[src/rtl/wrrqp_pkg.sv]
// Package for the weighted round-robin queue picker.
// Holds register indexes, field widths, defaults and the pick result type.
// No dependencies.
`default_nettype none

package wrrqp_pkg;

   localparam int DEFAULT_QUEUE_SLOTS = 4;
   localparam int DEFAULT_WEIGHT_BITS = 16;

   localparam int MASK_BITS         = 4;
   localparam int QUEUE_ID_BITS     = 2;
   localparam int QUEUE_COUNT_BITS  = 3;
   localparam int CSR_INDEX_BITS    = 3;
   localparam int CSR_DATA_BITS     = 16;
   localparam int WEIGHT_REGS       = 4;
   localparam int WEIGHT_FIELD_BITS = 16;

   localparam logic [CSR_INDEX_BITS-1:0] REG_QUEUE_COUNT  = 3'd0;
   localparam logic [CSR_INDEX_BITS-1:0] REG_INV_WEIGHT_0 = 3'd1;

   localparam logic [QUEUE_COUNT_BITS-1:0] QUEUE_COUNT_RESET = 3'd4;

   // Outcome of the served-queue search.
   typedef struct packed {
      logic                     found;
      logic [QUEUE_ID_BITS-1:0] served;
   } pick_result_type;

endpackage

`default_nettype wire

[src/rtl/weighted_round_robin_queue_picker.sv]
// Weighted round-robin queue picker, top level.
// An item taken in passes the input stage register and the result stage register
// on its way to the response port. Throughput: one item per cycle unless the
// response is stalled; the balance update feeds the next item's minimum search
// directly, so the min tree and subtract sit in one register-to-register path.
// Reset (synchronous, active high): balances zero, queue count 4, every inverse
// weight 1, both pipeline stages empty; no clearing pass is needed.
`default_nettype none

module weighted_round_robin_queue_picker #(
   parameter int QUEUE_SLOTS = wrrqp_pkg::DEFAULT_QUEUE_SLOTS,
   parameter int WEIGHT_BITS = wrrqp_pkg::DEFAULT_WEIGHT_BITS
) (
   input  logic                                 clock,
   input  logic                                 reset,
   // Request channel: one item per pop request.
   input  logic                                 req_valid,
   output logic                                 req_ready,
   input  logic [wrrqp_pkg::MASK_BITS-1:0]      req_nonempty_mask,
   // Response channel: one item per request.
   output logic                                 rsp_valid,
   input  logic                                 rsp_ready,
   output logic [wrrqp_pkg::QUEUE_ID_BITS-1:0]  rsp_served_queue,
   output logic [wrrqp_pkg::QUEUE_ID_BITS-1:0]  rsp_scheduled_queue,
   output logic                                 rsp_all_empty,
   // Register write channel.
   input  logic                                 csr_valid,
   output logic                                 csr_ready,
   input  logic [wrrqp_pkg::CSR_INDEX_BITS-1:0] csr_index,
   input  logic [wrrqp_pkg::CSR_DATA_BITS-1:0]  csr_wdata
);
   import wrrqp_pkg::*;

   localparam int IDX_BITS = (QUEUE_SLOTS > 1) ? $clog2(QUEUE_SLOTS) : 1;

   // Configuration registers.
   logic [QUEUE_COUNT_BITS-1:0] qcount_ff, qcount_in;
   logic [WEIGHT_BITS-1:0]      weight_ff [QUEUE_SLOTS];
   logic [WEIGHT_BITS-1:0]      weight_in [QUEUE_SLOTS];

   // Scheduler state.
   logic [WEIGHT_BITS-1:0]      balance_ff [QUEUE_SLOTS];
   logic [WEIGHT_BITS-1:0]      balance_in [QUEUE_SLOTS];

   // Input stage.
   logic                        in_vld_ff, in_vld_in;
   logic [MASK_BITS-1:0]        mask_ff, mask_in;

   // Result stage.
   logic                        rsp_vld_ff, rsp_vld_in;
   logic [QUEUE_ID_BITS-1:0]    served_ff, served_in;
   logic [QUEUE_ID_BITS-1:0]    sched_ff, sched_in;
   logic                        empty_ff, empty_in;

   logic                        req_take;
   logic                        csr_take;
   logic                        advance;
   logic [QUEUE_SLOTS-1:0]      queue_act;
   logic [MASK_BITS-1:0]        act_mask;
   logic [WEIGHT_BITS-1:0]      min_value;
   logic [IDX_BITS-1:0]         min_index;
   logic [IDX_BITS+1:0]         sched_wide;
   pick_result_type             pick;

   // The input stage moves into the result stage whenever the result stage is
   // empty or its item is being taken in the same cycle.
   assign advance   = in_vld_ff && (!rsp_vld_ff || rsp_ready);
   assign req_ready = !reset && (!in_vld_ff || advance);
   assign csr_ready = !reset;
   assign req_take  = req_valid && req_ready;
   assign csr_take  = csr_valid && csr_ready;

   // Queue 0 is always active; a count of zero acts as one, and counts above
   // the number of slots simply make every slot active.
   always_comb begin
      for (int i = 0; i < QUEUE_SLOTS; i++) begin
         queue_act[i] = (i == 0) || (i < int'(qcount_ff));
      end
      for (int i = 0; i < MASK_BITS; i++) begin
         act_mask[i] = mask_ff[i] && (i < QUEUE_SLOTS) &&
                       ((i == 0) || (i < int'(qcount_ff)));
      end
   end

   wrrqp_min_tree #(
      .QUEUE_SLOTS (QUEUE_SLOTS),
      .WEIGHT_BITS (WEIGHT_BITS),
      .IDX_BITS    (IDX_BITS)
   ) u_min_tree (
      .balance   (balance_ff),
      .queue_act (queue_act),
      .min_value (min_value),
      .min_index (min_index)
   );

   wrrqp_serve_pick #(
      .IDX_BITS (IDX_BITS)
   ) u_serve_pick (
      .act_mask (act_mask),
      .sched    (min_index),
      .pick     (pick)
   );

   // Only the low two bits of the scheduled index are reported.
   assign sched_wide = (IDX_BITS + 2)'(min_index);

   always_comb begin
      // Register writes: unknown indexes and slots beyond the storage are dropped.
      qcount_in = qcount_ff;
      if (csr_take && csr_index == REG_QUEUE_COUNT) begin
         qcount_in = csr_wdata[QUEUE_COUNT_BITS-1:0];
      end
      for (int i = 0; i < QUEUE_SLOTS; i++) begin
         weight_in[i] = weight_ff[i];
         if (csr_take && i < WEIGHT_REGS &&
             csr_index == REG_INV_WEIGHT_0 + CSR_INDEX_BITS'(i)) begin
            weight_in[i] = WEIGHT_BITS'(csr_wdata[WEIGHT_FIELD_BITS-1:0]);
         end
      end

      // A pop that finds some queue nonempty charges the scheduled queue its
      // inverse weight and rebases every other active balance on the old minimum.
      for (int i = 0; i < QUEUE_SLOTS; i++) begin
         balance_in[i] = balance_ff[i];
         if (advance && pick.found && queue_act[i]) begin
            if (IDX_BITS'(i) == min_index) begin
               balance_in[i] = weight_ff[i];
            end else begin
               balance_in[i] = balance_ff[i] - min_value;
            end
         end
      end

      in_vld_in = in_vld_ff;
      mask_in   = mask_ff;
      if (req_take) begin
         in_vld_in = 1'b1;
         mask_in   = req_nonempty_mask;
      end else if (advance) begin
         in_vld_in = 1'b0;
      end

      rsp_vld_in = rsp_vld_ff;
      served_in  = served_ff;
      sched_in   = sched_ff;
      empty_in   = empty_ff;
      if (advance) begin
         rsp_vld_in = 1'b1;
         served_in  = pick.found ? pick.served : '0;
         sched_in   = sched_wide[QUEUE_ID_BITS-1:0];
         empty_in   = !pick.found;
      end else if (rsp_ready) begin
         rsp_vld_in = 1'b0;
      end
   end

   always_ff @(posedge clock) begin
      if (reset) begin
         qcount_ff  <= QUEUE_COUNT_RESET;
         in_vld_ff  <= 1'b0;
         rsp_vld_ff <= 1'b0;
         for (int i = 0; i < QUEUE_SLOTS; i++) begin
            weight_ff[i]  <= WEIGHT_BITS'(1);
            balance_ff[i] <= '0;
         end
      end else begin
         qcount_ff  <= qcount_in;
         in_vld_ff  <= in_vld_in;
         rsp_vld_ff <= rsp_vld_in;
         for (int i = 0; i < QUEUE_SLOTS; i++) begin
            weight_ff[i]  <= weight_in[i];
            balance_ff[i] <= balance_in[i];
         end
      end
   end

   // Payload registers carry no reset.
   always_ff @(posedge clock) begin
      mask_ff   <= mask_in;
      served_ff <= served_in;
      sched_ff  <= sched_in;
      empty_ff  <= empty_in;
   end

   assign rsp_valid           = rsp_vld_ff;
   assign rsp_served_queue    = served_ff;
   assign rsp_scheduled_queue = sched_ff;
   assign rsp_all_empty       = empty_ff;

endmodule

`default_nettype wire

[src/rtl/wrrqp_min_tree.sv]
// Minimum search over the active queue balances, lowest index wins ties.
// Self-contained; sized entirely by its parameters.
`default_nettype none

module wrrqp_min_tree #(
   parameter int QUEUE_SLOTS = 4,
   parameter int WEIGHT_BITS = 16,
   parameter int IDX_BITS    = 2
) (
   input  logic [WEIGHT_BITS-1:0] balance [QUEUE_SLOTS],
   input  logic [QUEUE_SLOTS-1:0] queue_act,
   output logic [WEIGHT_BITS-1:0] min_value,
   output logic [IDX_BITS-1:0]    min_index
);

   localparam int LEVELS = (QUEUE_SLOTS > 1) ? $clog2(QUEUE_SLOTS) : 0;
   localparam int PAD    = 1 << LEVELS;

   logic [WEIGHT_BITS-1:0] node_val [LEVELS+1][PAD];
   logic [IDX_BITS-1:0]    node_idx [LEVELS+1][PAD];
   logic                   node_vld [LEVELS+1][PAD];

   // Active queues form a prefix and queue 0 is always active, so taking the
   // left node on a tie keeps the lowest index.
   always_comb begin
      for (int l = 0; l <= LEVELS; l++) begin
         for (int j = 0; j < PAD; j++) begin
            node_val[l][j] = '0;
            node_idx[l][j] = '0;
            node_vld[l][j] = 1'b0;
         end
      end
      for (int j = 0; j < QUEUE_SLOTS; j++) begin
         node_val[0][j] = balance[j];
         node_idx[0][j] = IDX_BITS'(j);
         node_vld[0][j] = queue_act[j];
      end
      for (int l = 1; l <= LEVELS; l++) begin
         for (int j = 0; j < (PAD >> l); j++) begin
            if (node_vld[l-1][2*j] &&
                (!node_vld[l-1][2*j+1] ||
                 node_val[l-1][2*j] <= node_val[l-1][2*j+1])) begin
               node_val[l][j] = node_val[l-1][2*j];
               node_idx[l][j] = node_idx[l-1][2*j];
               node_vld[l][j] = 1'b1;
            end else begin
               node_val[l][j] = node_val[l-1][2*j+1];
               node_idx[l][j] = node_idx[l-1][2*j+1];
               node_vld[l][j] = node_vld[l-1][2*j+1];
            end
         end
      end
   end

   assign min_value = node_val[LEVELS][0];
   assign min_index = node_idx[LEVELS][0];

endmodule

`default_nettype wire

[src/rtl/wrrqp_serve_pick.sv]
// Served-queue search: first nonempty active queue at or above the scheduled
// one, else the nearest below. Depends on wrrqp_pkg.
`default_nettype none

module wrrqp_serve_pick #(
   parameter int IDX_BITS = 2
) (
   input  logic [wrrqp_pkg::MASK_BITS-1:0] act_mask,
   input  logic [IDX_BITS-1:0]             sched,
   output wrrqp_pkg::pick_result_type      pick
);
   import wrrqp_pkg::*;

   logic [MASK_BITS-1:0]     above;
   logic [QUEUE_ID_BITS-1:0] served_up;
   logic [QUEUE_ID_BITS-1:0] served_dn;

   always_comb begin
      served_up = '0;
      served_dn = '0;
      for (int i = 0; i < MASK_BITS; i++) begin
         above[i] = act_mask[i] && (int'(sched) <= i);
      end
      for (int i = MASK_BITS - 1; i >= 0; i--) begin
         if (above[i]) begin
            served_up = QUEUE_ID_BITS'(i);
         end
      end
      // With nothing at or above, every set bit lies below: take the highest.
      for (int i = 0; i < MASK_BITS; i++) begin
         if (act_mask[i]) begin
            served_dn = QUEUE_ID_BITS'(i);
         end
      end
      pick.found  = |act_mask;
      pick.served = (|above) ? served_up : served_dn;
   end

endmodule

`default_nettype wire

[config.mk]
export PLATFORM = sky130hd
export DESIGN_NAME = weighted_round_robin_queue_picker
export DESIGN_NICKNAME = d
export VERILOG_FILES = /design/src/rtl/wrrqp_pkg.sv /design/src/rtl/weighted_round_robin_queue_picker.sv /design/src/rtl/wrrqp_min_tree.sv /design/src/rtl/wrrqp_serve_pick.sv
export SDC_FILE = /design/constraint.sdc
export NUM_CORES = 1
export LEC_CHECK = 0
export BUFFER_PORTS_ARGS = -buffer_cell sky130_fd_sc_hd__buf_2
export CAP_MARGIN = 10
export CORE_AREA = 2 2 135 137
export DETAILED_ROUTE_END_ITERATION = 8
export DIE_AREA = 0 0 137 139
export MAX_ROUTING_LAYER = met4
export PLACE_DENSITY = 0.86
export SETUP_SLACK_MARGIN = 0.2
export SYNTH_ARGS = -nofsm -noshare
export SYNTH_HDL_FRONTEND = slang
export SYNTH_SLANG_ARGS = --single-unit
[constraint.sdc]
create_clock -name clock -period 9.65 [get_ports clock]
set_clock_uncertainty 0.2 [all_clocks]
set_input_delay 0.4825 -clock clock [delete_from_list [all_inputs] [get_ports clock]]
set_output_delay 0.4825 -clock clock [all_outputs]
set_load 0.01 [all_outputs]
### Yosys cells after proc, flatten, opt, wreduce, memory -nomap -nowiden

Memories as Yosys holds them, arrays and structs flattened.
Index checks and enable logic that the tools add are counted.

* word-level logic and storage cells: 110
* register bits: 78
* bits of input ports: 28
* output and inout port bits: 8
* memory bits (writable): 64
* memories: 1

* add/subtract/negate cells: 4
* equal/unequal tests: 7
* bitwise logic cells: 4
* reduce and logical (&&, ||, !) cells: 39
* magnitude comparators: 9
* muxes and demuxes: 35

Memories
* weight_ff: words 4, width 16, read ports 4, clocked after Yosys merged registers in 0, write ports 4, RTL line weighted_round_robin_queue_picker.sv:38 `logic [WEIGHT_BITS-1:0] weight_ff [QUEUE_SLOTS];`

Operators with widths (number)
* 16-bit 2-to-1 mux: 15
* 16-bit subtractor: 4
* 16-bit <= comparator: 3
* 1-bit logical AND: 21
* 2-bit 2-to-1 mux: 8
* 1-bit 2-to-1 mux: 12
* 4-bit OR reduction: 2
* 1-bit zero test: 7
* 3-bit by 2-bit == test with 1-bit output (second input constant): 2
* 2-bit by 3-bit less-than comparator with 1-bit output (first input constant): 2
* 1-bit logical OR: 5
* 2-bit == test (first input constant): 2
* 2-bit by 1-bit <= comparator with 1-bit output (second input constant): 2
* 1-bit bitwise OR: 4
* 2-bit nonzero test: 2
* 3-bit by 1-bit == test with 1-bit output (second input constant): 1
* 3-bit == test (second input constant): 1
* 3-bit zero test: 1
* 1-bit by 3-bit less-than comparator with 1-bit output (first input constant): 1
* 1-bit by 2-bit == test with 1-bit output (first input constant): 1
* 2-bit <= comparator (second input constant): 1
* 2-bit zero test: 1

### Longest topological paths before layout

* depth after elaboration: 15
* gate-level depth with buffers: 31
* depth with buffers taken out: 30

### By module

Synthesis repeated with hierarchy kept, for this count alone.

* cell total of the unflattened synthesis: 1524
* area total of the unflattened synthesis: 11782.6 um2

By module, submodules not included
* weighted_round_robin_queue_picker: times used 1, area an instance 8643.3 um2, cells an instance 1103, sequential area each 2932.8 um2
* wrrqp_min_tree: times used 1, area an instance 3079.2 um2, cells an instance 408, sequential area each 0.0 um2
* wrrqp_serve_pick: times used 1, area an instance 60.1 um2, cells an instance 13, sequential area each 0.0 um2

### Worst setup path after synthesis

Ideal clock, no wire load.

* path kind: register -> register
* start point: register balance_ff[33] (netlist name)
* end point: register balance_ff[15] (netlist name)
* cell stages (with the launch flop): 29
* setup time: 0.091 ns
* arrival time: 6.379 ns
* period minus slack after synthesis: 6.670 ns
* slack: 2.980 ns
* path buffers: 2
* required time: 9.359 ns
* path through: dfxtp_1 -> inv_1 -> ha_1 -> nor2b_1 -> o211a_1 -> o21ai_0 -> o2111ai_2 -> nand2_1 -> clkbuf_1 -> o21ai_0 -> ha_1 -> nand2_1 -> or4_1 -> a21o_1 -> o211ai_2 -> nand2_4 -> buf_2 -> a21boi_0 -> inv_1 -> ha_1 -> nor2b_1 -> o31a_1 -> o21ai_1 -> a311oi_1 -> a2111oi_1 -> o31ai_1 -> a21o_1 -> and2_1 -> a311oi_1

* cells in the longest elaborated chain, start to end: 9
* elaborated cells on any way between the ends: 13
* classes of those cells: add/sub (1); order compare (2); eq/ne (1); mux (6); reduce/logical (3)

RTL lines
* from (decl): RTL line weighted_round_robin_queue_picker.sv:42 `logic [WEIGHT_BITS-1:0] balance_ff [QUEUE_SLOTS];`
* from (signal, indexed assignment): RTL line weighted_round_robin_queue_picker.sv:172 `balance_ff[i] <= balance_in[i];`
* 16-bit <= comparator: RTL line wrrqp_min_tree.sv:42 `node_val[l-1][2*j] <= node_val[l-1][2*j+1])) begin`
* 1-bit logical OR: RTL line wrrqp_min_tree.sv:41 `(!node_vld[l-1][2*j+1] ||`
* 16-bit 2-to-1 mux: RTL line wrrqp_min_tree.sv:40 `if (node_vld[l-1][2*j] &&`
* 16-bit <= comparator: RTL line wrrqp_min_tree.sv:42
* 1-bit logical OR: RTL line wrrqp_min_tree.sv:41
* 1-bit logical AND: RTL line wrrqp_min_tree.sv:40
* 16-bit 2-to-1 mux or 2-bit 2-to-1 mux (tied branches): RTL line wrrqp_min_tree.sv:40
* 16-bit subtractor or 2-bit == test (tied branches): RTL line weighted_round_robin_queue_picker.sv:129, weighted_round_robin_queue_picker.sv:126
* 16-bit 2-to-1 mux (*): RTL line weighted_round_robin_queue_picker.sv:126 `if (IDX_BITS'(i) == min_index) begin`

Every way passes the cells marked *; elsewhere a longest branch is shown, timed or not.
A chain may end at the register's enable or synchronous reset.

### Worst setup path after layout

* start point: register balance_ff[33] (netlist name)
* end point: register balance_ff[47] (netlist name)

* cells in the longest elaborated chain, start to end: 9
* elaborated cells on any way between the ends: 13
* classes of those cells: add/sub (1); order compare (2); eq/ne (1); mux (6); reduce/logical (3)

RTL lines (RTL line)
* 16-bit <= comparator: wrrqp_min_tree.sv:42
* 1-bit logical OR: wrrqp_min_tree.sv:41
* 16-bit 2-to-1 mux: wrrqp_min_tree.sv:40
* 16-bit <= comparator: wrrqp_min_tree.sv:42
* 1-bit logical OR: wrrqp_min_tree.sv:41
* 1-bit logical AND: wrrqp_min_tree.sv:40
* 16-bit 2-to-1 mux or 2-bit 2-to-1 mux (tied branches): wrrqp_min_tree.sv:40
* 16-bit subtractor or 1-bit by 2-bit == test with 1-bit output (tied branches): weighted_round_robin_queue_picker.sv:129, weighted_round_robin_queue_picker.sv:126
* 16-bit 2-to-1 mux (*): weighted_round_robin_queue_picker.sv:126

Marked as above.

==> results.yml <==
run_status:
  status: "complete, no violations"
setup_path:
  cpPeakStageDelay_ps: 800
  crit_fanout: 36
  crit_arrival_ps: 8680
  cp-end-kind: "flip-flop"
  worstSetupPathType: "reg -> reg"
  required_ps: 9770
  slowest_stage: "nand2_1"
  start_kind: "flip-flop"
drt:
  ant_nets: 0
  drtIter0Drc: 1129
  drt_pass1_iterations: 6
  wl_per_cell_um: 19.84
  drc: 0
  dr_total_vias: 9990
  routed_wl_um: 30850
  avgViaCountPerCell: 6.424
timing:
  fmax_mhz: 116.9
  hold_viol: 0
  tns_ps: 0
  fin_crit_ps: 8554
  rsz0062_at_grt: "false"
  drv_slew: 0
  worstMarginPinSlew_ps: 1221
  setup_viol_count_final: 0
  fin_crit_sh_pct: 88.64
  slew_headroom_pct: 18.18
cells_and_area:
  drive_above_1_share_pct: 7.704
  syn2layout_area_growth_pct: 9.253
  n_fill_cell: 1498
  nets: 1451
logic_synthesis:
  netlist_instances: 1308
  syn_area_mm2: 0.009992
  ys_seq_area_share_pct: 29.35
  yosysWarnings: 0
  yosysTopAreaCell: "dfxtp_1"
  yosysTopAreaCellShare_pct: 26.65
  synth_common_cells: "275 x nand2_1, 133 x dfxtp_1, 124 x a21oi_1"
  synth_nets: 1448
  yosysMostFrequentCell: "nand2_1"
  syn_area_per_cell_um2: 7.639
  synth.distinct_cells: 73
  synth_seq_cells: 142
  synth_enable_flop_cells: 9
  ys_async_sr_fraction_pct: 0
  synth_area_leaders: "dfxtp_1 27%, ha_1 14%, nand2_1 10%, a21oi_1 6.2%, o21ai_0 4.0%"
  ys.flop_type: "dfxtp_1"
global_routing:
  antenna_found_initial: 2
  grt_pass1_vias: 9228
  grt_max_degree: 73
  grtUsageTotal_pct: 33.82
  grt_overflow: 0
  grt_pass1_wl_um: 48630
die:
  die_height_um: 139
  die_w_um: 137
  start_util_pct: 56.59
  io_pins: 36
  die_area_mm2: 0.01904
  core-area_mm2: 0.01766
  fp-row-count: 49
cts:
  clockBufferDepth: 2
  cts_sinks: 142
  cts_tree: "done"
  cts-root-buf: "clkbuf_16"
  cts_resized: 0
  post_cts_buffers: 0
  cts_made_buffers: 17
  cts.htree.levels: 4
  clk_latency_ps: 430
  path_clk_slew_ps: 70
  hold_buffers: 0
flow_run:
  cap_violations: 0
placed_design:
  io_buffers: 35
  dpl.hpwl_um: 22630
  gp_congestion: 1.015
hold_path:
  hold_class: "in -> reg"
[worst paths after layout]
check / from / end / slack, ps / cells after the start
worst max-delay path: balance_ff[33] / balance_ff[47] / 1100 / 28
worst max register to register: balance_ff[33] / balance_ff[47] / 1100 / 28
worst min register to register: weight_ff[2][3] / weight_ff[2][3] / 260 / 2
worst min-delay path: req_nonempty_mask[1] / mask_ff[1] / 30 / 1
[state kept, by name, summed over array words and instances (netlist names)]
| register | cells |
|---|---|
| rsp_valid | 1 |
| weight_ff | 64 |
| qcount_ff | 3 |
| balance_ff | 64 |
| rsp_served_queue | 2 |
| mask_ff | 4 |
| rsp_scheduled_queue | 2 |
| rsp_all_empty | 1 |
| in_vld_ff | 1 |
[per-stage QoR]
stage / util, % / setup slack, ps / cells / hold slack, ps / instance area, µm²
floorplan: - / 2980 / 1308 / 231.2 / 9992
global placement: 58.33 / 1612 / 1521 / 238.1 / 10300
detailed placement: 58.33 / 1430 / 1521 / 246.5 / 10300
CTS: 61.80 / 1268 / 1553 / 19.73 / 10910
global route: 61.83 / 362.4 / 1555 / 26.47 / 10920
finish: 61.83 / 1096 / 1555 / 26.24 / 10920
[critical path, delay by kind of cell, from the launching register on]
kind                     cells  cell delay [ps]
flip-flops                   1              380
AO/OA/AOI/OAI               11             3480
adder cells (fa/ha/maj)      3             1050
XOR/XNOR                     2              470
buffers and inverters        3              560
AND/OR/NAND/NOR              9             2260
[layer usage]
layer  track usage (%)  up-vias  routed length, µm
li1                  -     4709                  -
met5                 -        -                  0
met4             15.46        0               1516
met1             44.51     4632              12630
met2             49.83      541              13520
met3             6.689      108               3186
[placed cells by master, fill, tap and decap left out, types with 4 or more instances in the layout]
cell type  instances
inv_1             56
buf_2             34
o41ai_1            5
a21oi_1          124
nor2b_1           25
a311oi_1          29
nor3_1            22
and4_1             4
and2_1             9
inv_8              5
mux2i_1           16
nand2_1          275
xnor2_1           20
and3_1            11
a21o_1            16
o211ai_1          14
dfxtp_1          133
buf_4             11
nor2_1            71
nand2b_1           8
o21ai_0           80
o21a_1            11
a2111oi_0          5
nand4_1           11
or3_1             11
xor2_1            12
a31oi_1           12
o31ai_1            6
a21boi_0           5
fa_1               4
a211oi_1          30
ha_1             108
edfxtp_1           9
clkbuf_16         17
nand3_1           47
[cell families after synthesis]
group,after synthesis,share of synthesized area (%)
AO/OA/AOI/OAI,368,23.62
XOR/XNOR,32,2.805
adder cells (fa/ha/maj),112,14.33
buffers and inverters,118,4.708
flip-flops,142,29.35
multiplexers,17,1.828
AND/OR/NAND/NOR,519,23.37
[final cells by class]
class	count	area (µm²)	area share, %
clock inverters	14	172.7	1.582
clock buffers	18	439.2	4.023
inverters	57	216.5	1.983
diodes	2	5.005	0.04585
multi-input cells	1048	6611	60.56
repair buffers	45	252.7	2.315
flip-flops and latches	142	2933	26.87
well taps	229	286.5	2.625
Power is not shown: default switching activity piles up to over one toggle a cycle in this logic, so the estimate is an artifact.
